<file path="config.mk">
export PLATFORM = sky130hd
export DESIGN_NAME = tty_line_discipline
export DESIGN_NICKNAME = d
export VERILOG_FILES = /design/src/rtl/ttyld_pkg.sv /design/src/rtl/tty_line_discipline.sv /design/src/rtl/ttyld_line_ram.sv /design/src/rtl/ttyld_cfg.sv /design/src/rtl/ttyld_out.sv /design/src/rtl/ttyld_ctrl.sv
export SDC_FILE = /design/constraint.sdc
export NUM_CORES = 1
export LEC_CHECK = 0
export BUFFER_PORTS_ARGS = -buffer_cell sky130_fd_sc_hd__buf_2
export CAP_MARGIN = 20
export CORE_MARGIN = 8
export CORE_UTILIZATION = 55
export DETAILED_ROUTE_END_ITERATION = 6
export PLACE_DENSITY = 0.72
export SYNTH_ARGS = -nofsm -noshare
export SYNTH_HDL_FRONTEND = slang
export SYNTH_SLANG_ARGS = --single-unit
</file>
<file path="constraint.sdc">
create_clock -name i_clk -period 8.7 [get_ports i_clk]
set_input_delay 0.435 -clock i_clk [delete_from_list [all_inputs] [get_ports i_clk]]
set_output_delay 0.435 -clock i_clk [all_outputs]
set_load 0.05 [all_outputs]
</file>
<file path="src/rtl/ttyld_pkg.sv">
// Shared types and constants for the terminal line discipline.
// Holds line buffer sizing, result channel codes, register indexes and
// the structures passed between the sequencer, config and output stages.
package ttyld_pkg;

    // Line buffer sizing
    localparam int LINE_DEPTH  = 32;
    localparam int ADDR_W      = (LINE_DEPTH > 1) ? $clog2(LINE_DEPTH) : 1;
    localparam int CNT_W       = $clog2(LINE_DEPTH + 1);

    // Cap on results produced by one received byte
    localparam int MAX_RESULTS = 34;
    localparam int RES_W       = $clog2(MAX_RESULTS + 1);

    // Echo script held per byte (erase of a control byte is the longest)
    localparam int SCRIPT_LEN  = 6;
    localparam int SCR_W       = $clog2(SCRIPT_LEN + 1);

    // Configuration port
    localparam int CFG_IDX_W   = 3;
    localparam int CFG_DATA_W  = 24;

    localparam logic [CFG_IDX_W-1:0] REG_INPUT    = 3'd0;
    localparam logic [CFG_IDX_W-1:0] REG_OUTPUT   = 3'd1;
    localparam logic [CFG_IDX_W-1:0] REG_LOCAL    = 3'd2;
    localparam logic [CFG_IDX_W-1:0] REG_SIGCHARS = 3'd3;
    localparam logic [CFG_IDX_W-1:0] REG_EDITCHARS = 3'd4;
    localparam logic [CFG_IDX_W-1:0] REG_ENDCHARS = 3'd5;
    localparam logic [CFG_IDX_W-1:0] REG_FGGROUP  = 3'd6;

    // Result channels
    localparam logic [1:0] CH_ECHO    = 2'd0;
    localparam logic [1:0] CH_DELIVER = 2'd1;
    localparam logic [1:0] CH_SIGNAL  = 2'd2;

    // Signal codes
    localparam logic [1:0] SIG_INT  = 2'd0;
    localparam logic [1:0] SIG_QUIT = 2'd1;
    localparam logic [1:0] SIG_SUSP = 2'd2;

    typedef struct packed {
        logic [3:0]  iflag;
        logic [2:0]  oflag;
        logic [6:0]  lflag;
        logic [23:0] sigc;
        logic [23:0] editc;
        logic [15:0] endc;
        logic [15:0] fg;
    } t_cfg;

    typedef struct packed {
        logic [1:0] channel;
        logic [7:0] data;
        logic [1:0] sig;
    } t_res;

    typedef struct packed {
        logic push;
        logic fin;
        t_res res;
    } t_emit;

endpackage

</file>
<file path="src/rtl/tty_line_discipline.sv">
// Top level of the terminal line discipline.
// Depends on ttyld_pkg, ttyld_cfg, ttyld_line_ram, ttyld_ctrl and ttyld_out.
//
//  Group      Dir  Payload
//  s_axis     in   tdata[7:0] rx_byte
//  m_axis     out  tuser[1:0] channel; tdata[7:0] data_byte, [9:8] signal_code;
//                  tlast last
//  i_cfg_*    in   register index, write data, write enable
//
// A byte passes from idle through decode and its echo script, then a single
// tail result or a line release, then finish; a line release is paced by the
// single read port of the line buffer RAM streaming one byte per cycle while
// the result staging has room, and waiting whenever it has none.
// Synchronous reset clears the line count and literal-next state; the line
// RAM is not cleared. m_axis_tready low freezes the sequencer behind a hold
// stage and the output register; the next byte is taken once the last
// result of the previous one is staged.
module tty_line_discipline
    import ttyld_pkg::*;
(
    input  logic                  i_clk,
    input  logic                  i_rst_n,
    input  logic                  s_axis_tvalid,
    output logic                  s_axis_tready,
    input  logic [7:0]            s_axis_tdata,   // [7:0] rx_byte
    output logic                  m_axis_tvalid,
    input  logic                  m_axis_tready,
    output logic [15:0]           m_axis_tdata,   // [7:0] data_byte, [9:8] signal_code
    output logic [1:0]            m_axis_tuser,   // [1:0] channel
    output logic                  m_axis_tlast,
    input  logic                  i_cfg_we,
    input  logic [CFG_IDX_W-1:0]  i_cfg_idx,
    input  logic [CFG_DATA_W-1:0] i_cfg_data
);

    t_cfg              cfg;
    t_emit             emit;
    t_res              res;
    logic              space;
    logic              mem_we;
    logic [ADDR_W-1:0] mem_waddr;
    logic [7:0]        mem_wdata;
    logic [ADDR_W-1:0] mem_raddr;
    logic [7:0]        mem_rdata;

    // Configuration registers
    ttyld_cfg u_cfg (
        .i_clk   (i_clk),
        .i_rst_n (i_rst_n),
        .i_we    (i_cfg_we),
        .i_idx   (i_cfg_idx),
        .i_data  (i_cfg_data),
        .o_cfg   (cfg)
    );

    // Line buffer
    ttyld_line_ram u_ram (
        .i_clk   (i_clk),
        .i_we    (mem_we),
        .i_waddr (mem_waddr),
        .i_wdata (mem_wdata),
        .i_raddr (mem_raddr),
        .o_rdata (mem_rdata)
    );

    // Byte sequencer
    ttyld_ctrl u_ctrl (
        .i_clk       (i_clk),
        .i_rst_n     (i_rst_n),
        .i_cfg       (cfg),
        .i_in_valid  (s_axis_tvalid),
        .o_in_ready  (s_axis_tready),
        .i_in_byte   (s_axis_tdata),
        .o_emit      (emit),
        .i_space     (space),
        .o_mem_we    (mem_we),
        .o_mem_waddr (mem_waddr),
        .o_mem_wdata (mem_wdata),
        .o_mem_raddr (mem_raddr),
        .i_mem_rdata (mem_rdata)
    );

    // Result staging
    ttyld_out u_out (
        .i_clk   (i_clk),
        .i_rst_n (i_rst_n),
        .i_emit  (emit),
        .o_space (space),
        .o_valid (m_axis_tvalid),
        .i_ready (m_axis_tready),
        .o_res   (res),
        .o_last  (m_axis_tlast)
    );

    // Pack the result transaction
    assign m_axis_tdata = {6'b000000, res.sig, res.data};
    assign m_axis_tuser = res.channel;

endmodule

</file>
<file path="src/rtl/ttyld_line_ram.sv">
// Line buffer storage: one write port, one registered read port.
// Depends on ttyld_pkg for depth and address width.
module ttyld_line_ram
    import ttyld_pkg::*;
(
    input  logic              i_clk,
    input  logic              i_we,
    input  logic [ADDR_W-1:0] i_waddr,
    input  logic [7:0]        i_wdata,
    input  logic [ADDR_W-1:0] i_raddr,
    output logic [7:0]        o_rdata
);

    logic [7:0] r_mem [LINE_DEPTH];
    logic [7:0] r_rdata;

    // Write the addressed entry
    always_ff @(posedge i_clk) begin
        if (i_we) begin
            r_mem[i_waddr] <= i_wdata;
        end
    end

    // Register the read data
    always_ff @(posedge i_clk) begin
        r_rdata <= r_mem[i_raddr];
    end

    assign o_rdata = r_rdata;

endmodule

</file>
<file path="src/rtl/ttyld_cfg.sv">
// Configuration register file written through a plain write port.
// Depends on ttyld_pkg for register indexes and the t_cfg structure.
module ttyld_cfg
    import ttyld_pkg::*;
(
    input  logic                  i_clk,
    input  logic                  i_rst_n,
    input  logic                  i_we,
    input  logic [CFG_IDX_W-1:0]  i_idx,
    input  logic [CFG_DATA_W-1:0] i_data,
    output t_cfg                  o_cfg
);

    localparam logic [3:0]  RST_IFLAG = 4'd8;
    localparam logic [2:0]  RST_OFLAG = 3'd1;
    localparam logic [6:0]  RST_LFLAG = 7'd119;
    localparam logic [23:0] RST_SIGC  = 24'h1A1C03;
    localparam logic [23:0] RST_EDITC = 24'h16157F;
    localparam logic [15:0] RST_ENDC  = 16'h0004;
    localparam logic [15:0] RST_FG    = 16'h0000;

    logic [3:0]  r_iflag;
    logic [2:0]  r_oflag;
    logic [6:0]  r_lflag;
    logic [23:0] r_sigc;
    logic [23:0] r_editc;
    logic [15:0] r_endc;
    logic [15:0] r_fg;

    // Load the addressed register; ignore indexes beyond the list
    always_ff @(posedge i_clk) begin
        if (!i_rst_n) begin
            r_iflag <= RST_IFLAG;
            r_oflag <= RST_OFLAG;
            r_lflag <= RST_LFLAG;
            r_sigc  <= RST_SIGC;
            r_editc <= RST_EDITC;
            r_endc  <= RST_ENDC;
            r_fg    <= RST_FG;
        end else if (i_we) begin
            case (i_idx)
                REG_INPUT:     r_iflag <= i_data[3:0];
                REG_OUTPUT:    r_oflag <= i_data[2:0];
                REG_LOCAL:     r_lflag <= i_data[6:0];
                REG_SIGCHARS:  r_sigc  <= i_data[23:0];
                REG_EDITCHARS: r_editc <= i_data[23:0];
                REG_ENDCHARS:  r_endc  <= i_data[15:0];
                REG_FGGROUP:   r_fg    <= i_data[15:0];
                default: ;
            endcase
        end
    end

    assign o_cfg.iflag = r_iflag;
    assign o_cfg.oflag = r_oflag;
    assign o_cfg.lflag = r_lflag;
    assign o_cfg.sigc  = r_sigc;
    assign o_cfg.editc = r_editc;
    assign o_cfg.endc  = r_endc;
    assign o_cfg.fg    = r_fg;

endmodule

</file>
<file path="src/rtl/ttyld_out.sv">
// Result staging: a hold register one result behind and the output register.
// The hold stage lets the final result of a byte be marked once the byte ends.
// Depends on ttyld_pkg for t_res and t_emit.
module ttyld_out
    import ttyld_pkg::*;
(
    input  logic  i_clk,
    input  logic  i_rst_n,
    input  t_emit i_emit,
    output logic  o_space,
    output logic  o_valid,
    input  logic  i_ready,
    output t_res  o_res,
    output logic  o_last
);

    logic r_hold_v, n_hold_v;
    t_res r_hold,   n_hold;
    logic r_out_v,  n_out_v;
    t_res r_out,    n_out;
    logic r_out_last, n_out_last;
    logic out_free;

    assign out_free = !r_out_v || i_ready;
    assign o_space  = !r_hold_v || out_free;

    // Advance results: new one into hold, previous one out with last clear;
    // on finish, send the held result out marked last
    always_comb begin
        n_hold_v   = r_hold_v;
        n_hold     = r_hold;
        n_out_v    = r_out_v;
        n_out      = r_out;
        n_out_last = r_out_last;
        if (r_out_v && i_ready) begin
            n_out_v = 1'b0;
        end
        if (i_emit.push && o_space) begin
            if (r_hold_v) begin
                n_out      = r_hold;
                n_out_last = 1'b0;
                n_out_v    = 1'b1;
            end
            n_hold   = i_emit.res;
            n_hold_v = 1'b1;
        end else if (i_emit.fin && o_space && r_hold_v) begin
            n_out      = r_hold;
            n_out_last = 1'b1;
            n_out_v    = 1'b1;
            n_hold_v   = 1'b0;
        end
    end

    always_ff @(posedge i_clk) begin
        if (!i_rst_n) begin
            r_hold_v <= 1'b0;
            r_out_v  <= 1'b0;
        end else begin
            r_hold_v <= n_hold_v;
            r_out_v  <= n_out_v;
        end
    end

    always_ff @(posedge i_clk) begin
        r_hold     <= n_hold;
        r_out      <= n_out;
        r_out_last <= n_out_last;
    end

    assign o_valid = r_out_v;
    assign o_res   = r_out;
    assign o_last  = r_out_last;

endmodule

</file>
<file path="src/rtl/ttyld_ctrl.sv">
// Byte sequencer: decodes one received byte against the line state,
// reads and writes the line buffer RAM and streams echo and delivery results.
// Depends on ttyld_pkg; drives ttyld_line_ram and ttyld_out.
module ttyld_ctrl
    import ttyld_pkg::*;
(
    input  logic              i_clk,
    input  logic              i_rst_n,
    input  t_cfg              i_cfg,
    input  logic              i_in_valid,
    output logic              o_in_ready,
    input  logic [7:0]        i_in_byte,
    output t_emit             o_emit,
    input  logic              i_space,
    output logic              o_mem_we,
    output logic [ADDR_W-1:0] o_mem_waddr,
    output logic [7:0]        o_mem_wdata,
    output logic [ADDR_W-1:0] o_mem_raddr,
    input  logic [7:0]        i_mem_rdata
);

    // Sequencer states
    localparam logic [2:0] S_IDLE = 3'd0;
    localparam logic [2:0] S_DEC  = 3'd1;
    localparam logic [2:0] S_ECHO = 3'd2;
    localparam logic [2:0] S_ONE  = 3'd3;
    localparam logic [2:0] S_REL  = 3'd4;
    localparam logic [2:0] S_FIN  = 3'd5;

    // Work after the echo script
    localparam logic [1:0] TAIL_NONE = 2'd0;
    localparam logic [1:0] TAIL_ONE  = 2'd1;
    localparam logic [1:0] TAIL_REL  = 2'd2;

    // Byte values
    localparam logic [7:0] B_NL    = 8'h0A;
    localparam logic [7:0] B_CR    = 8'h0D;
    localparam logic [7:0] B_BS    = 8'h08;
    localparam logic [7:0] B_SP    = 8'h20;
    localparam logic [7:0] B_CARET = 8'h5E;
    localparam logic [7:0] B_AT    = 8'h40;
    localparam logic [7:0] B_DEL   = 8'h7F;
    localparam logic [7:0] B_LC_A  = 8'h61;
    localparam logic [7:0] B_LC_Z  = 8'h7A;
    localparam logic [7:0] CASE_GAP = 8'h20;
    localparam logic [7:0] LOW7    = 8'h7F;

    localparam logic [CNT_W-1:0] DEPTH_C = CNT_W'(LINE_DEPTH);
    localparam logic [RES_W-1:0] MAXR_C  = RES_W'(MAX_RESULTS);

    function automatic logic is_ctl(input logic [7:0] b);
        return (b < B_SP) || (b == B_DEL);
    endfunction

    function automatic logic [7:0] caret_of(input logic [7:0] b);
        logic [7:0] s;
        s = B_AT + b;
        return s & LOW7;
    endfunction

    // Flag decode
    logic f_istrip, f_igncr, f_inlcr, f_icrnl;
    logic f_onlcr, f_ocrdrop, f_olcuc;
    logic f_echo, f_echoe, f_echok, f_echonl, f_canon, f_isig, f_iext;
    logic [7:0] ch_erase, ch_kill, ch_lnext, ch_eof, ch_eol;

    assign f_istrip  = i_cfg.iflag[0];
    assign f_igncr   = i_cfg.iflag[1];
    assign f_inlcr   = i_cfg.iflag[2];
    assign f_icrnl   = i_cfg.iflag[3];
    assign f_onlcr   = i_cfg.oflag[0];
    assign f_ocrdrop = i_cfg.oflag[1];
    assign f_olcuc   = i_cfg.oflag[2];
    assign f_echo    = i_cfg.lflag[0];
    assign f_echoe   = i_cfg.lflag[1];
    assign f_echok   = i_cfg.lflag[2];
    assign f_echonl  = i_cfg.lflag[3];
    assign f_canon   = i_cfg.lflag[4];
    assign f_isig    = i_cfg.lflag[5];
    assign f_iext    = i_cfg.lflag[6];
    assign ch_erase  = i_cfg.editc[7:0];
    assign ch_kill   = i_cfg.editc[15:8];
    assign ch_lnext  = i_cfg.editc[23:16];
    assign ch_eof    = i_cfg.endc[7:0];
    assign ch_eol    = i_cfg.endc[15:8];

    // Registers
    logic [2:0]                  r_state, n_state;
    logic [7:0]                  r_byte,  n_byte;
    logic [CNT_W-1:0]            r_count, n_count;
    logic                        r_vpend, n_vpend;
    logic [SCRIPT_LEN-1:0][7:0]  r_ech,   n_ech;
    logic [SCR_W-1:0]            r_ech_n, n_ech_n;
    logic                        r_half,  n_half;
    logic [1:0]                  r_tail,  n_tail;
    t_res                        r_tail_res, n_tail_res;
    logic [CNT_W-1:0]            r_rel_n, n_rel_n;
    logic [CNT_W-1:0]            r_idx,   n_idx;
    logic [RES_W-1:0]            r_res_n, n_res_n;

    // Decode results
    logic [7:0]                  c1, c2;
    logic                        sig_hit;
    logic [1:0]                  sig_k;
    logic                        full;
    logic [CNT_W-1:0]            p_count;
    logic [SCRIPT_LEN-1:0][7:0]  d_ech;
    logic [SCR_W-1:0]            d_ech_n;
    logic [1:0]                  d_tail;
    t_res                        d_tail_res;
    logic [CNT_W-1:0]            d_rel_n;
    logic [CNT_W-1:0]            d_count;
    logic                        d_vpend;
    logic                        d_we;
    logic [7:0]                  d_wdata;

    // Echo and release step signals
    logic                        want;
    t_res                        want_res;
    logic [7:0]                  eb;
    logic [CNT_W-1:0]            cnt_m1;
    logic [CNT_W-1:0]            rel_last;
    logic [CNT_W-1:0]            idx_p1;

    assign full     = r_count >= DEPTH_C;
    assign p_count  = full ? r_count : r_count + CNT_W'(1);
    assign cnt_m1   = r_count - CNT_W'(1);
    assign rel_last = r_rel_n - CNT_W'(1);
    assign idx_p1   = r_idx + CNT_W'(1);

    // Match signal bytes on the raw byte, interrupt first
    always_comb begin
        sig_hit = 1'b1;
        sig_k   = SIG_INT;
        if (r_byte == i_cfg.sigc[7:0]) begin
            sig_k = SIG_INT;
        end else if (r_byte == i_cfg.sigc[15:8]) begin
            sig_k = SIG_QUIT;
        end else if (r_byte == i_cfg.sigc[23:16]) begin
            sig_k = SIG_SUSP;
        end else begin
            sig_hit = 1'b0;
        end
    end

    // Input mapping
    always_comb begin
        c1 = f_istrip ? (r_byte & LOW7) : r_byte;
        if (f_inlcr && c1 == B_NL) begin
            c2 = B_CR;
        end else if (f_icrnl && c1 == B_CR) begin
            c2 = B_NL;
        end else begin
            c2 = c1;
        end
    end

    // Decode the byte into line edits, an echo script and a tail action
    always_comb begin
        d_ech      = '0;
        d_ech_n    = '0;
        d_tail     = TAIL_NONE;
        d_tail_res = '0;
        d_rel_n    = '0;
        d_count    = r_count;
        d_vpend    = 1'b0;
        d_we       = 1'b0;
        d_wdata    = c2;
        if (r_vpend) begin
            // store the byte as it came
            d_wdata = r_byte;
            if (!full) begin
                d_we    = 1'b1;
                d_count = p_count;
                if (f_echo) begin
                    if (is_ctl(r_byte)) begin
                        d_ech[0] = B_CARET;
                        d_ech[1] = caret_of(r_byte);
                        d_ech_n  = SCR_W'(2);
                    end else begin
                        d_ech[0] = r_byte;
                        d_ech_n  = SCR_W'(1);
                    end
                end
            end
        end else if (f_isig && sig_hit) begin
            if (f_echo) begin
                d_ech[0] = B_CARET;
                d_ech[1] = caret_of(r_byte);
                d_ech[2] = B_NL;
                d_ech_n  = SCR_W'(3);
            end
            d_count = '0;
            if (i_cfg.fg != 16'h0000) begin
                d_tail             = TAIL_ONE;
                d_tail_res.channel = CH_SIGNAL;
                d_tail_res.sig     = sig_k;
            end
        end else if (f_igncr && c1 == B_CR) begin
            // drop the carriage return
        end else if (!f_canon) begin
            if (f_echo) begin
                d_ech[0] = c2;
                d_ech_n  = SCR_W'(1);
            end
            d_tail             = TAIL_ONE;
            d_tail_res.channel = CH_DELIVER;
            d_tail_res.data    = c2;
        end else if (f_iext && c2 == ch_lnext) begin
            d_vpend = 1'b1;
            if (f_echo) begin
                d_ech[0] = B_CARET;
                d_ech[1] = B_BS;
                d_ech_n  = SCR_W'(2);
            end
        end else if (c2 == ch_kill) begin
            d_count = '0;
            if (f_echo && !f_echok) begin
                d_ech[0] = B_CARET;
                d_ech[1] = caret_of(c2);
                d_ech_n  = SCR_W'(2);
            end
        end else if (c2 == ch_erase) begin
            if (r_count != '0) begin
                d_count = cnt_m1;
                if (f_echo && f_echoe) begin
                    d_ech[0] = B_BS;
                    d_ech[1] = B_SP;
                    d_ech[2] = B_BS;
                    d_ech[3] = B_BS;
                    d_ech[4] = B_SP;
                    d_ech[5] = B_BS;
                    d_ech_n  = is_ctl(i_mem_rdata) ? SCR_W'(6) : SCR_W'(3);
                end
            end
            if (f_echo && !f_echoe) begin
                d_ech[0] = B_CARET;
                d_ech[1] = caret_of(c2);
                d_ech_n  = SCR_W'(2);
            end
        end else if (ch_eof != 8'h00 && c2 == ch_eof) begin
            if (r_count != '0) begin
                d_tail  = TAIL_REL;
                d_rel_n = r_count;
                d_count = '0;
            end
        end else begin
            if (!full) begin
                d_we    = 1'b1;
                d_count = p_count;
                if (f_echo) begin
                    if (is_ctl(c2) && c2 != B_NL) begin
                        d_ech[0] = B_CARET;
                        d_ech[1] = caret_of(c2);
                        d_ech_n  = SCR_W'(2);
                    end else begin
                        d_ech[0] = c2;
                        d_ech_n  = SCR_W'(1);
                    end
                end
            end
            if (c2 == B_NL || (ch_eol != 8'h00 && c2 == ch_eol)) begin
                if (!f_echo && f_echonl) begin
                    d_ech[0] = c2;
                    d_ech_n  = SCR_W'(1);
                end
                d_tail  = TAIL_REL;
                d_rel_n = p_count;
                d_count = '0;
            end
        end
    end

    // Sequence the byte: decode, echo script, tail, finish
    always_comb begin
        n_state    = r_state;
        n_byte     = r_byte;
        n_count    = r_count;
        n_vpend    = r_vpend;
        n_ech      = r_ech;
        n_ech_n    = r_ech_n;
        n_half     = r_half;
        n_tail     = r_tail;
        n_tail_res = r_tail_res;
        n_rel_n    = r_rel_n;
        n_idx      = r_idx;
        n_res_n    = r_res_n;
        want       = 1'b0;
        want_res   = '0;
        o_emit.fin = 1'b0;
        eb         = r_ech[0];
        o_mem_raddr = '0;
        case (r_state)
            S_IDLE: begin
                // point the read port at the last stored byte for erase
                o_mem_raddr = (r_count == '0) ? '0 : cnt_m1[ADDR_W-1:0];
                if (i_in_valid) begin
                    n_byte  = i_in_byte;
                    n_res_n = '0;
                    n_state = S_DEC;
                end
            end
            S_DEC: begin
                n_count    = d_count;
                n_vpend    = d_vpend;
                n_ech      = d_ech;
                n_ech_n    = d_ech_n;
                n_half     = 1'b0;
                n_tail     = d_tail;
                n_tail_res = d_tail_res;
                n_rel_n    = d_rel_n;
                n_idx      = '0;
                n_state    = S_ECHO;
            end
            S_ECHO: begin
                want_res.channel = CH_ECHO;
                if (r_ech_n == '0) begin
                    if (r_tail == TAIL_ONE) begin
                        n_state = S_ONE;
                    end else if (r_tail == TAIL_REL && r_rel_n != '0) begin
                        n_state = S_REL;
                    end else begin
                        n_state = S_FIN;
                    end
                end else if (eb == B_NL && f_onlcr) begin
                    // newline goes out as CR then NL
                    if (i_space) begin
                        want          = 1'b1;
                        want_res.data = r_half ? B_NL : B_CR;
                        n_half        = !r_half;
                        if (r_half) begin
                            n_ech   = {8'h00, r_ech[SCRIPT_LEN-1:1]};
                            n_ech_n = r_ech_n - SCR_W'(1);
                        end
                    end
                end else if (eb == B_CR && f_ocrdrop) begin
                    n_ech   = {8'h00, r_ech[SCRIPT_LEN-1:1]};
                    n_ech_n = r_ech_n - SCR_W'(1);
                end else if (i_space) begin
                    want          = 1'b1;
                    want_res.data = (f_olcuc && eb >= B_LC_A && eb <= B_LC_Z) ?
                                    eb - CASE_GAP : eb;
                    n_ech         = {8'h00, r_ech[SCRIPT_LEN-1:1]};
                    n_ech_n       = r_ech_n - SCR_W'(1);
                end
            end
            S_ONE: begin
                if (i_space) begin
                    want     = 1'b1;
                    want_res = r_tail_res;
                    n_state  = S_FIN;
                end
            end
            S_REL: begin
                // stream the line, one stored byte per cycle while the output has room
                want_res.channel = CH_DELIVER;
                want_res.data    = i_mem_rdata;
                o_mem_raddr      = i_space ? idx_p1[ADDR_W-1:0] : r_idx[ADDR_W-1:0];
                if (i_space) begin
                    want = 1'b1;
                    if (r_idx == rel_last) begin
                        n_state = S_FIN;
                    end else begin
                        n_idx = idx_p1;
                    end
                end
            end
            S_FIN: begin
                o_emit.fin = 1'b1;
                if (i_space) begin
                    n_state = S_IDLE;
                end
            end
            default: begin
                n_state = S_IDLE;
            end
        endcase
        // drop results beyond the cap
        o_emit.push = want && (r_res_n < MAXR_C);
        o_emit.res  = want_res;
        if (o_emit.push) begin
            n_res_n = r_res_n + RES_W'(1);
        end
    end

    assign o_in_ready  = (r_state == S_IDLE);
    assign o_mem_we    = (r_state == S_DEC) && d_we;
    assign o_mem_waddr = r_count[ADDR_W-1:0];
    assign o_mem_wdata = d_wdata;

    always_ff @(posedge i_clk) begin
        if (!i_rst_n) begin
            r_state <= S_IDLE;
            r_count <= '0;
            r_vpend <= 1'b0;
            r_ech_n <= '0;
            r_half  <= 1'b0;
            r_res_n <= '0;
        end else begin
            r_state <= n_state;
            r_count <= n_count;
            r_vpend <= n_vpend;
            r_ech_n <= n_ech_n;
            r_half  <= n_half;
            r_res_n <= n_res_n;
        end
    end

    always_ff @(posedge i_clk) begin
        r_byte     <= n_byte;
        r_ech      <= n_ech;
        r_tail     <= n_tail;
        r_tail_res <= n_tail_res;
        r_rel_n    <= n_rel_n;
        r_idx      <= n_idx;
    end

    // Checks on line state and result flow
    a_count_range: assert property (@(posedge i_clk) disable iff (!i_rst_n)
        r_count <= DEPTH_C)
        else $error("line count beyond buffer depth");

    a_write_room: assert property (@(posedge i_clk) disable iff (!i_rst_n)
        o_mem_we |-> (r_count < DEPTH_C))
        else $error("line buffer written while full");

    a_push_space: assert property (@(posedge i_clk) disable iff (!i_rst_n)
        o_emit.push |-> i_space)
        else $error("result pushed without room");

    a_accept_dec: assert property (@(posedge i_clk) disable iff (!i_rst_n)
        (r_state == S_IDLE && i_in_valid) |=> (r_state == S_DEC))
        else $error("accepted byte not decoded next cycle");

    a_rel_index: assert property (@(posedge i_clk) disable iff (!i_rst_n)
        (r_state == S_REL) |-> (r_idx < r_rel_n))
        else $error("release index past line end");

endmodule

</file>
# Word-level counts from Yosys, hierarchy flattened
# Memory sizes are Yosys's and may differ from the RTL's. A register that Yosys moved wholly into a read port is not among the register bits.
# Cells that the tools add are included.
# W data, S select, Z words.
# classes
eq_ne,49
add_sub_neg,9
n_lt_le_gt_ge,7
n_bitwise,3
reduce_logical,71
mux,188
# ops
operator,n
$mux W48,15
$mux W16,18
$mux W32,4
$mux W8,16
$mux W6,21
$mux W3,32
$pmux W48 S2,1
$eq A8 B8 Y1,8
$mux W12,5
$mux W24,2
$mux W44,1
$eq A8 B4 Y1 const B,5
$mux W1,40
$mux W40,1
$mux W2,17
$pmux W10 S3,1
$eq A8 B7 Y1 const B,3
$lt A8 B6 Y1 const B,3
$logic_and A1 B1 Y1,23
$reduce_and A2 Y1,11
$mux W20,1
$add A6 B1 Y6 const B,3
$pmux W3 S6,1
$ne A2 B1 Y1 const B,8
other kinds (47),87
# totals
regBits,223
mem_bits_rw,256
out_inout_bits,21
n_memories,1
wordCells,364
in_bits,40
# mem_list
memory,words,word_bits,read_ports,rd_clocked_by_memory_dff,write_ports,line_no,source
u_ram.r_mem,32,8,1,1,1,ttyld_line_ram.sv:14,logic [7:0] r_mem [LINE_DEPTH];

# Logic depth before layout (Yosys ltp)
# Gate-level depths: netlist of run 1.
# depth
word_depth,30
mapped_depth,12
mapped_depth_nobuf,11

# Hierarchy
# From an unflattened synthesis of run 1, not the netlist that was laid out.
# unflattened
hier_cells,1547
area_unflattened_um2,20916.3
# modules_own_cells
mod,instances,cells_each,seq_area_each_um2,area_each_um2
ttyld_line_ram,1,418,7847.5,10052.1
ttyld_ctrl,1,733,2112.0,6257.3
ttyld_cfg,1,352,1881.8,3707.3
ttyld_out,1,37,790.8,850.8
tty_line_discipline,1,7,0.0,48.8

# Worst setup path after synthesis of run 1
# No wires, ideal clock.
# synth_path
kind,reg-to-reg
from,register u_ctrl.r_state[0]
to,"register u_ram.r_rdata[0], in the netlist u_ram.o_rdata[0] (read register of u_ram.r_mem)"
setup_time_ns,0.064
arrival_time_ns,3.800
setup_slack_ns,4.836
path_stages_with_launch,12
required_ns,8.636
synth_period_minus_slack_ns,3.864
path_buffers,4
cell_sequence,dfxtp_1 clkbuf_1 nor3_1 o21ai_1 o22ai_1 clkbuf_1 clkbuf_1 clkbuf_1 nand2_1 a311oi_1 o21ai_0 nand4_1
# synth_via
elab_chain_cells,2
word_cells_on_any_way,3
classes_between,eq/ne: 1; mux: 1; reduce/logical: 1
# synth_lines
element,line_no,source
start: declaration,ttyld_ctrl.sv:88,"logic [2:0] r_state, n_state;"
start signal: assignment,ttyld_ctrl.sv:400,r_state <= n_state;
$logic_not A3 Y1,-,
named net s_axis_tready,tty_line_discipline.sv:24,"output logic s_axis_tready,"
$pmux W5 S2,ttyld_ctrl.sv:293,case (r_state)
end: declaration,ttyld_line_ram.sv:15,logic [7:0] r_rdata;
# The timed path passes the listed nets, and every way through them passes these cells.
# A chain may end at the register's enable or synchronous reset.

# Worst setup path after layout of run 1
# layout_path
from,register u_ctrl.r_count[2]
to,"register u_ram.r_rdata[4], in the netlist u_ram.o_rdata[4] (read register of u_ram.r_mem)"
# layout_via
elab_chain_cells,3
word_cells_on_any_way,4
classes_between,add/sub: 1; mux: 2; reduce/logical: 1
# layout_lines
element,line_no,source
start: declaration,ttyld_ctrl.sv:90,"logic [CNT_W-1:0] r_count, n_count;"
start signal: assignment,ttyld_ctrl.sv:401,r_count <= n_count;
$sub A6 B1 Y6 / $logic_not A6 Y1 (equally long branches),"ttyld_ctrl.sv:127, ttyld_ctrl.sv:296",
$mux W5 *,ttyld_ctrl.sv:296,o_mem_raddr = (r_count == '0) ? '0 : cnt_m1[ADDR_W-1:0];
$pmux W5 S2 *,ttyld_ctrl.sv:293,
# Every way passes the cells marked *; elsewhere a longest branch is shown, timed or not.

==> results of run 1 <==
-- cells in the mapped netlist (10+ instances only) --
master,count
nand4_1,18
nand2_1,452
nor2_1,100
mux2i_1,10
ha_1,11
nor4_1,17
xor2_1,42
clkbuf_1,89
inv_1,32
dfxtp_1,124
xnor2_1,36
or3_1,10
buf_2,16
edfxtp_1,338
and2_0,20
a311oi_1,47
nor3_1,20
o21ai_0,60
a21oi_1,105
and3_1,36
and2_1,15
a211oi_1,27
a31oi_1,14
nand3_1,80
o211ai_1,17
-- stage by stage --
stage	power, mW	cells
2_1_floorplan	4.303	1907
3_3_place_gp	4.941	2329
3_5_place_dp	4.979	2329
4_1_cts	7.014	2416
5_1_grt	7.347	2417
6_report	7.055	2417
-- final cells by class --
| class | count | area [um^2] |
|---|---|---|
| Timing Repair Buffer | 77 | 462.9 |
| Clock inverter | 24 | 260.3 |
| Fill cell | 2890 | 14010 |
| Multi-Input combinational cell | 1289 | 7227 |
| Tap cell | 468 | 585.6 |
| Sequential cell | 462 | 12630 |
| Clock buffer | 63 | 1309 |
| Inverter | 34 | 127.6 |
-- power by group through the flow --
stage                     clock (mW)  combinational (mW)  sequential (mW)
after floorplan                    0                1.47             2.83
after global placement             0                2.02             2.92
after detailed placement           0                2.05             2.93
after CTS                       2.06                2.07             2.88
after global routing            2.15                2.29             2.91
final                           2.05                2.12             2.89
-- routing by layer --
metal  up-vias  GRT usage [%]
met4         0          7.704
met5         -              0
met1      7158          33.42
met2       816          37.12
li1       6901              -
met3       111          4.340
-- final timing paths --
path / start / end / slack [ps] / cells after the start
hold reg to reg: u_out.r_hold[4] / u_out.o_res[4] / 420 / 0
setup / recovery: u_ctrl.r_count[2] / u_ram.o_rdata[4] / 4090 / 10
hold / removal: s_axis_tdata[3] / u_ctrl.r_byte[3] / 50 / 1
setup reg to reg: u_ctrl.r_count[2] / u_ram.o_rdata[4] / 4090 / 10
-- registers in the layout, summed over array words and instances, names as in the netlist, 6 cells and up --
signal / flops
u_ctrl.r_rel_n: 6
u_cfg.r_sigc: 24
u_ram.r_mem: 256
u_ctrl.r_res_n: 6
u_ctrl.r_idx: 6
u_cfg.r_editc: 24
u_ctrl.r_ech: 15
u_ctrl.r_count: 6
u_out.o_res: 12
u_ctrl.eb: 8
u_cfg.r_fg: 16
u_ram.o_rdata: 8
u_ctrl.r_byte: 8
u_cfg.r_lflag: 7
u_ctrl.r_tail_res: 12
u_out.r_hold: 12
u_cfg.r_endc: 16
-- cell families after synthesis --
logic type	Yosys count	synth area share, %
DFF	462	61.89
and+or+nand+nor	829	18.63
muxes	10	0.4904
xor gates and xnor gates	78	3.347
adders and majority gates	11	0.6743
buffers and inverters	156	3.132
AOI/OAI and AO/OA	355	11.82
other	1	0.01837
==> impl_metrics.py, run 1 <==
metrics = {
    "outcome": {
        "status": "completed",
    },
    "global_routing": {
        "antenna_found_initial": 0,
        "grt_max_degree": 89,
        "gr-total-overflow": 0,
        "grt_pass1_wl_um": 81770,
        "gr-usage-all-layers_pct": 23.77,
        "grt_pass1_vias": 14112,
    },
    "clock_tree": {
        "insertion_delay_ps": 560,
        "cts_sinks": 462,
        "tritoncts": "done",
        "cts_inserted_buffers": 48,
        "cts_htree_levels": 2,
        "cts_setup_buffers": 0,
        "path_clk_slew_ps": 60,
        "cts_buffer_depth": 3,
        "cts.repair.resized": 0,
        "hold_buffers": 0,
        "root_buffer": "clkbuf_16",
    },
    "sta": {
        "worst_hold_slack_ps": 53.58,
        "min_period_over_period_pct": 52.94,
        "setup_viol": 0,
        "worst_slack_ps": 4095,
        "period_needed_ps": 4605,
        "worstMarginPinSlew_ps": 1086,
        "setup_tns_ps": 0,
        "final-hold-violation-count": 0,
        "rsz0062_at_grt": "no",
        "clock-skew-final_ps": 11.36,
        "timing.final.max_slew_violations": 0,
        "timing.fmax_mhz": 217.1,
        "maxSlewHeadroom_pct": 27.59,
    },
    "synthesis": {
        "synth_edf_count": 338,
        "ys_types": 82,
        "async_flop_share_pct": 0,
        "synth_area_leaders": "edfxtp_1 50%, dfxtp_1 12%, nand2_1 8.3%, a21oi_1 2.6%, a311oi_1 2.0%",
        "ys_seq_area_share_pct": 61.89,
        "synth_cells": 1902,
        "ys_seq_elements": 462,
        "synth_warnings": 0,
        "yosys_most_used_dff": "edfxtp_1",
        "synth_top_cell_area_share_pct": 49.72,
        "syn_area_um2": 20410,
        "syn_avg_cell_area_um2": 10.73,
        "netlist.top_cell.by_area": "edfxtp_1",
    },
    "drt": {
        "routed_wl_um": 53510,
        "avgViaCountPerCell": 6.200,
        "wirelength_met1_um": 23050,
        "drc": 0,
        "ant_nets": 0,
        "drtIter0Drc": 1634,
        "highest_layer": "met4",
        "wl_per_cell_um": 22.14,
        "dr.pass1.iters": 6,
        "via_count": 14986,
        "route.met2.wl_um": 24160,
        "wl_met3_um": 4760,
    },
    "layout": {
        "num-nets-final": 1963,
        "fin_area_um2": 22600,
        "fin_util_pct": 61.74,
        "final_cell_mix": "452 x nand2_1, 338 x edfxtp_1, 124 x dfxtp_1",
        "mostFrequentLayoutCell": "nand2_1",
        "drive_gt1_share_pct": 9.338,
        "synthToLayoutAreaGrowth_pct": 10.74,
        "diodes": 0,
    },
    "power_and_ir_drop": {
        "seqPwrFrac_pct": 40.9,
        "combPwrFrac_pct": 30.1,
        "max-vdd-ir-drop_uv": 197.9,
        "power.density_nw_per_um2": 312.1,
        "power.internal_mw": 4.569,
        "switching_power_mw": 2.486,
        "p_leak_nw": 8.063,
        "p_sw_share_pct": 35.24,
        "power_frac_clock_pct": 29.0,
    },
    "place": {
        "portBuffers": 54,
        "post-place-ws_ps": 4219,
        "hpwl_um": 34040,
        "gp_congestion": 0.9116,
        "dpl_cell_area_um2": 21010,
    },
    "critical_path": {
        "critPathMaxFanout": 88,
        "max_stage_delay_ps": 760,
        "path_cells": "or3_1, o21ai_1, o22a_4, buf_4, nand2_1, and3_1, a311oi_1, a31oi_1, a22oi_1, and3_1",
        "crit_path_end_kind": "flip-flop",
        "arrival_ps": 5110,
        "cp_slowest_cell": "o21ai_1",
        "cp.buffers_inverters": 1,
        "critPathKind": "reg -> reg",
        "start_kind": "flip-flop",
        "required_ps": 9200,
        "crit_family": "compound AO/OA/AOI/OAI gates",
        "critPathMostFrequentCell": "and3_1",
    },
    "floorplanning": {
        "initial_core_util_pct": 55.76,
        "core_region_area_um2": 36610,
        "die_y_um": 208.6,
        "die_x_um": 208.6,
        "dieArea_um2": 43530,
        "pin_count": 61,
        "rows": 70,
    },
    "run": {
        "drv_cap": 0,
    },
    "min_path": {
        "holdCritPathClass": "in -> reg",
    },
}
(Power assumes the default switching activity.)
==> run 2: changes to the inputs <==
- clock period: 8.7 -> 4.4 ns (I/O delays scaled with it)
==> run 2 against run 1 <==
Final cell count rose by 2.2%. Utilization rose by 1.2 points. Total power increased by 98%. Clock-buffer cell count unchanged. Flip-flop and latch count is the same. Routed wire length is 0.62% higher. Critical path depth did not move. Register-to-register slack worse by 3800 ps.
==> impl_metrics.py, run 2 (synthesized netlist as in run 1, its figures left out) <==
metrics = {
    "outcome": {
        "status": "completed",
    },
    "critical_path": {
        "start_kind": "flip-flop",
        "max_stage_delay_ps": 590,
        "required_ps": 4650,
        "worstReg2RegStart": "u_ctrl.r_byte[2]",
        "crit_path_end_kind": "flip-flop",
        "arrival_ps": 4380,
        "reg2reg_slack_ps": 270,
        "cp_slowest_cell": "or4_4",
        "path_cells": "nor4bb_1, and4_1, nor2_2, xor2_1, or4_4, nand2_1, nor3_2, buf_4, o211ai_2, nor2_1",
        "r2r-end": "u_ram.r_mem[16][0]",
        "critPathMaxFanout": 10,
        "r2r_cells": 10,
        "critPathKind": "reg -> reg",
    },
    "global_routing": {
        "grt_pass1_wl_um": 83260,
        "gr-total-overflow": 0,
        "antenna_found_initial": 1,
        "gr-usage-all-layers_pct": 24.29,
        "grt_max_degree": 71,
        "grt_pass1_vias": 14569,
    },
    "sta": {
        "rsz0062_at_grt": "no",
        "setup_tns_ps": 0,
        "setup_viol": 0,
        "maxSlewHeadroom_pct": 19.77,
        "period_needed_ps": 4130,
        "clock-skew-final_ps": 19.13,
        "min_period_over_period_pct": 93.87,
        "timing.fmax_mhz": 242.1,
        "timing.final.max_slew_violations": 0,
        "final-hold-violation-count": 0,
        "worstMarginPinSlew_ps": 1204,
    },
    "drt": {
        "drtIter0Drc": 1590,
        "drc": 0,
        "via_count": 15245,
        "dr.pass1.iters": 6,
        "routed_wl_um": 53840,
        "avgViaCountPerCell": 6.175,
        "ant_nets": 0,
        "wl_per_cell_um": 21.81,
    },
    "layout": {
        "num-nets-final": 2018,
        "fin_area_um2": 23030,
        "largest_register_ffs": 256,
        "mostFrequentLayoutCell": "nand2_1",
        "fin_util_pct": 62.91,
        "drive_gt1_share_pct": 10.49,
        "fillerInstances": 2886,
        "biggestRegsByFlops": "u_ram.r_mem x256, u_cfg.r_editc x24, u_cfg.r_sigc x24",
        "diodes": 0,
        "final_cell_mix": "452 x nand2_1, 338 x edfxtp_1, 124 x dfxtp_1",
        "largest_register": "u_ram.r_mem",
        "synthToLayoutAreaGrowth_pct": 12.83,
    },
    "min_path": {
        "holdCritPathClass": "in -> reg",
        "whs_path_depth": 3,
        "min_from": "i_cfg_data[2]",
        "hold_path_end": "u_cfg.r_sigc[2]",
    },
    "place": {
        "portBuffers": 54,
        "hpwl_um": 35580,
        "gp_congestion": 0.9555,
        "dpl_cell_area_um2": 21260,
    },
    "clock_tree": {
        "cts_inserted_buffers": 46,
        "cts.repair.resized": 0,
        "tritoncts": "done",
        "cts_sinks": 462,
        "insertion_delay_ps": 580,
        "hold_buffers": 30,
        "cts_htree_levels": 2,
        "cts_setup_buffers": 0,
        "root_buffer": "clkbuf_16",
        "cts_buffer_depth": 3,
        "path_clk_slew_ps": 70,
    },
    "floorplanning": {
        "rows": 70,
        "die_y_um": 208.6,
        "initial_core_util_pct": 55.76,
        "pin_count": 61,
        "core_region_area_um2": 36610,
        "dieArea_um2": 43530,
        "die_x_um": 208.6,
    },
    "power_and_ir_drop": {
        "power.density_nw_per_um2": 607.3,
        "p_leak_nw": 8.283,
        "max-vdd-ir-drop_uv": 364.5,
    },
    "run": {
        "drv_cap": 0,
    },
}
-- run 2: worst max-delay path: cells and delay by family (launching register included) --
| family | cells | cell delay, ps |
|---|---|---|
| AND/OR/NAND/NOR | 7 | 2300 |
| flip-flops | 1 | 570 |
| AO/OA/AOI/OAI | 1 | 570 |
| XOR/XNOR | 1 | 180 |
| buffers and inverters | 1 | 160 |
-- run 2: through the flow --
stage               power (mW)  hold slack [ps]  std cells  worst slack, ps
finish                   13.99            20.88       2469            269.7
global route             14.58            29.26       2469            107.3
CTS                      13.95           0.2938       2469            323.6
detailed placement       10.09            401.1       2357            358.2
global placement         10.01            403.4       2357            409.9
floorplan                8.509            318.9       1907            535.5
-- run 2: how the worst max path moves through the flow --
stage | start | end | slack (ps) | cells after the start
floorplan | u_ctrl.r_state[0] | u_ram.o_rdata[0] | 540 | 11
global placement | u_ctrl.r_byte[2] | u_ram.r_mem[10][0] | 410 | 10
detailed placement | u_ctrl.r_byte[2] | u_ram.r_mem[16][2] | 360 | 10
CTS | u_ctrl.r_byte[2] | u_ram.r_mem[16][1] | 320 | 10
global route | u_ctrl.r_byte[2] | u_ram.r_mem[16][3] | 110 | 10
finish | u_ctrl.r_byte[2] | u_ram.r_mem[16][0] | 270 | 10
-- run 2: routing by layer --
layer,wire length [um],vias up,share of wire (%),global-route usage (%)
met5,0,-,0,0
met4,1679,0,3.1,8.773
met3,4381,121,8.1,3.756
met2,25020,724,46,38.63
met1,22770,7389,42,33.64
li1,-,7011,-,-
-- run 2: final cells by class --
type | instances | area, um^2 | area share [%]
clock buffers | 63 | 1266 | 5.498
clock inverters | 19 | 209.0 | 0.9073
inverters | 34 | 127.6 | 0.5541
multi-input cells | 1289 | 7214 | 31.33
flip-flops and latches | 462 | 12630 | 54.85
well taps | 468 | 585.6 | 2.543
repair buffers | 134 | 996.0 | 4.324
-- run 2: where the power goes --
| group | total [mW] | internal [mW] | switching, mW |
|---|---|---|---|
| Clock | 3.87 | 2.25 | 1.62 |
| Sequential | 5.66 | 5.35 | 0.313 |
| Combinational | 4.45 | 1.39 | 3.06 |
==> run 3: changes to the inputs <==
--- a/config.mk
+++ b/config.mk
@@ -9,6 +9,6 @@
 export CAP_MARGIN = 20
-export CORE_MARGIN = 8
-export CORE_UTILIZATION = 55
+export CORE_MARGIN = 2
+export CORE_UTILIZATION = 62
 export DETAILED_ROUTE_END_ITERATION = 6
-export PLACE_DENSITY = 0.72
+export PLACE_DENSITY = 0.79
 export SYNTH_ARGS = -nofsm -noshare
==> constraint.sdc (replaced) <==
create_clock -name i_clk -period 4.4 [get_ports i_clk]
set_input_delay 0.44 -clock i_clk [delete_from_list [all_inputs] [get_ports i_clk]]
set_output_delay 0.44 -clock i_clk [all_outputs]
set_load 0.05 [all_outputs]
==> run 3 against run 2 <==
Final cell count shrank 2.5%. Final area shrank 1.5%. Sequential power is essentially flat. Die area shrank 21%. Non-clock buffer count shrank 38. Routed wire length shrank 3.1%. Worst setup slack gained 97 ps. Register-to-register slack gained 97 ps. Via count shrank 0.35%. First-iteration DRC count grew 31%.
==> impl_metrics.py, run 3 (synthesized netlist as in run 1, its figures left out) <==
metrics = {
    "outcome": {
        "status": "completed",
    },
    "floorplanning": {
        "pin_count": 61,
        "die_x_um": 185.4,
        "die_y_um": 185.4,
        "dieArea_um2": 34390,
        "core_region_area_um2": 32450,
        "rows": 66,
        "initial_core_util_pct": 62.90,
    },
    "sta": {
        "worstMarginPinSlew_ps": 1119,
        "setup_tns_ps": 0,
        "final-hold-violation-count": 0,
        "clock-skew-final_ps": 26.61,
        "min_period_over_period_pct": 91.67,
        "timing.final.max_slew_violations": 0,
        "timing.fmax_mhz": 247.9,
        "period_needed_ps": 4034,
        "maxSlewHeadroom_pct": 25.41,
        "rsz0062_at_grt": "no",
        "setup_viol": 0,
    },
    "clock_tree": {
        "cts.repair.resized": 0,
        "hold_buffers": 0,
        "insertion_delay_ps": 570,
        "tritoncts": "done",
        "root_buffer": "clkbuf_16",
        "cts_setup_buffers": 0,
        "cts_sinks": 462,
        "cts_inserted_buffers": 45,
        "path_clk_slew_ps": 70,
        "cts_htree_levels": 2,
        "cts_buffer_depth": 3,
    },
    "global_routing": {
        "grt_max_degree": 129,
        "grt_pass1_wl_um": 80270,
        "grt_pass1_vias": 14373,
        "antenna_found_initial": 0,
        "gr-total-overflow": 0,
        "gr-usage-all-layers_pct": 30.81,
    },
    "critical_path": {
        "max_stage_delay_ps": 610,
        "r2r_cells": 10,
        "cp_slowest_cell": "edfxtp_1",
        "path_cells": "nor4bb_1, nand4_1, nand2_2, xor2_1, or4_4, nand2_1, nor3_2, o211ai_2, buf_4, nor2_1",
        "critPathKind": "reg -> reg",
        "r2r-end": "u_ram.r_mem[18][1]",
        "critPathMaxFanout": 10,
        "worstReg2RegStart": "u_ctrl.r_byte[0]",
        "cp.buffers_inverters": 1,
        "required_ps": 4580,
        "start_kind": "flip-flop",
        "reg2reg_slack_ps": 370,
        "crit_family": "simple AND/OR/NAND/NOR gates",
        "arrival_ps": 4210,
        "crit_path_end_kind": "flip-flop",
    },
    "drt": {
        "drc": 0,
        "routed_wl_um": 52170,
        "via_count": 15191,
        "highest_layer": "met4",
        "dr.pass1.iters": 6,
        "wl_per_cell_um": 21.67,
        "avgViaCountPerCell": 6.311,
        "ant_nets": 0,
        "wirelength_met1_um": 20740,
        "route.met2.wl_um": 24280,
        "drtIter0Drc": 2082,
        "wl_met3_um": 5496,
    },
    "layout": {
        "diodes": 0,
        "drive_gt1_share_pct": 10.38,
        "final_cell_mix": "452 x nand2_1, 338 x edfxtp_1, 124 x dfxtp_1",
        "mostFrequentLayoutCell": "nand2_1",
        "largest_register_ffs": 256,
        "synthToLayoutAreaGrowth_pct": 11.15,
        "fin_util_pct": 69.91,
        "largest_register": "u_ram.r_mem",
        "biggestRegsByFlops": "u_ram.r_mem x256, u_cfg.r_editc x24, u_cfg.r_sigc x24",
        "num-nets-final": 1979,
    },
    "place": {
        "hpwl_um": 33700,
        "portBuffers": 54,
        "gp_congestion": 0.9570,
    },
    "power_and_ir_drop": {
        "power.density_nw_per_um2": 615.0,
        "p_leak_nw": 8.135,
        "max-vdd-ir-drop_uv": 500.7,
    },
    "min_path": {
        "min_from": "s_axis_tdata[5]",
        "whs_path_depth": 1,
        "hold_path_end": "u_ctrl.r_byte[5]",
        "holdCritPathClass": "in -> reg",
    },
    "run": {
        "drv_cap": 0,
    },
}
run 3: per-layer routing:
layer,vias to the layer above,global-route usage (%)
met1,7193,43.15
met2,950,49.12
met5,-,0
met3,127,5.407
li1,6921,-
met4,0,10.16
run 3: worst max-delay path by stage:
| stage | startpoint | end | cells past startpoint |
|---|---|---|---|
| final | u_ctrl.r_byte[0] | u_ram.r_mem[18][1] | 10 |
| after global routing | u_ctrl.r_byte[0] | u_ram.r_mem[18][0] | 10 |
| after CTS | u_ctrl.r_byte[0] | u_ram.r_mem[18][3] | 10 |
| after detailed placement | u_ctrl.r_byte[0] | u_ram.r_mem[18][1] | 10 |
| after global placement | u_ctrl.r_byte[0] | u_ram.r_mem[7][1] | 10 |
| after floorplan | u_ctrl.r_state[0] | u_ram.o_rdata[0] | 11 |
run 3: metrics by stage:
step / total power [mW] / hold WS [ps] / cell area (um^2) / setup WS (ps) / std cells
after floorplan: 8.509 / 400.3 / 20430 / 535.5 / 1907
after global placement: 9.809 / 404.8 / 21130 / 602.2 / 2321
after detailed placement: 9.933 / 405.4 / 21130 / 443.7 / 2321
after CTS: 13.88 / 48.58 / 22670 / 376.6 / 2405
after global routing: 14.51 / 55.38 / 22690 / 132.2 / 2407
final: 13.95 / 61.20 / 22690 / 366.5 / 2407
run 3: layout make-up:
type	count	area (um^2)
Timing Repair Buffer	96	610.6
Clock buffer	61	1300
Sequential cell	462	12630
Tap cell	442	553.0
Fill cell	2273	9766
Multi-Input combinational cell	1289	7222
Inverter	34	127.6
Clock inverter	23	242.7
run 3: report_power, final:
| part | internal (mW) | switching (mW) | leakage [nW] |
|---|---|---|---|
| logic | 1.32 | 2.98 | 3.29 |
| clock network | 2.37 | 1.61 | 0.751 |
| registers | 5.35 | 0.333 | 4.09 |
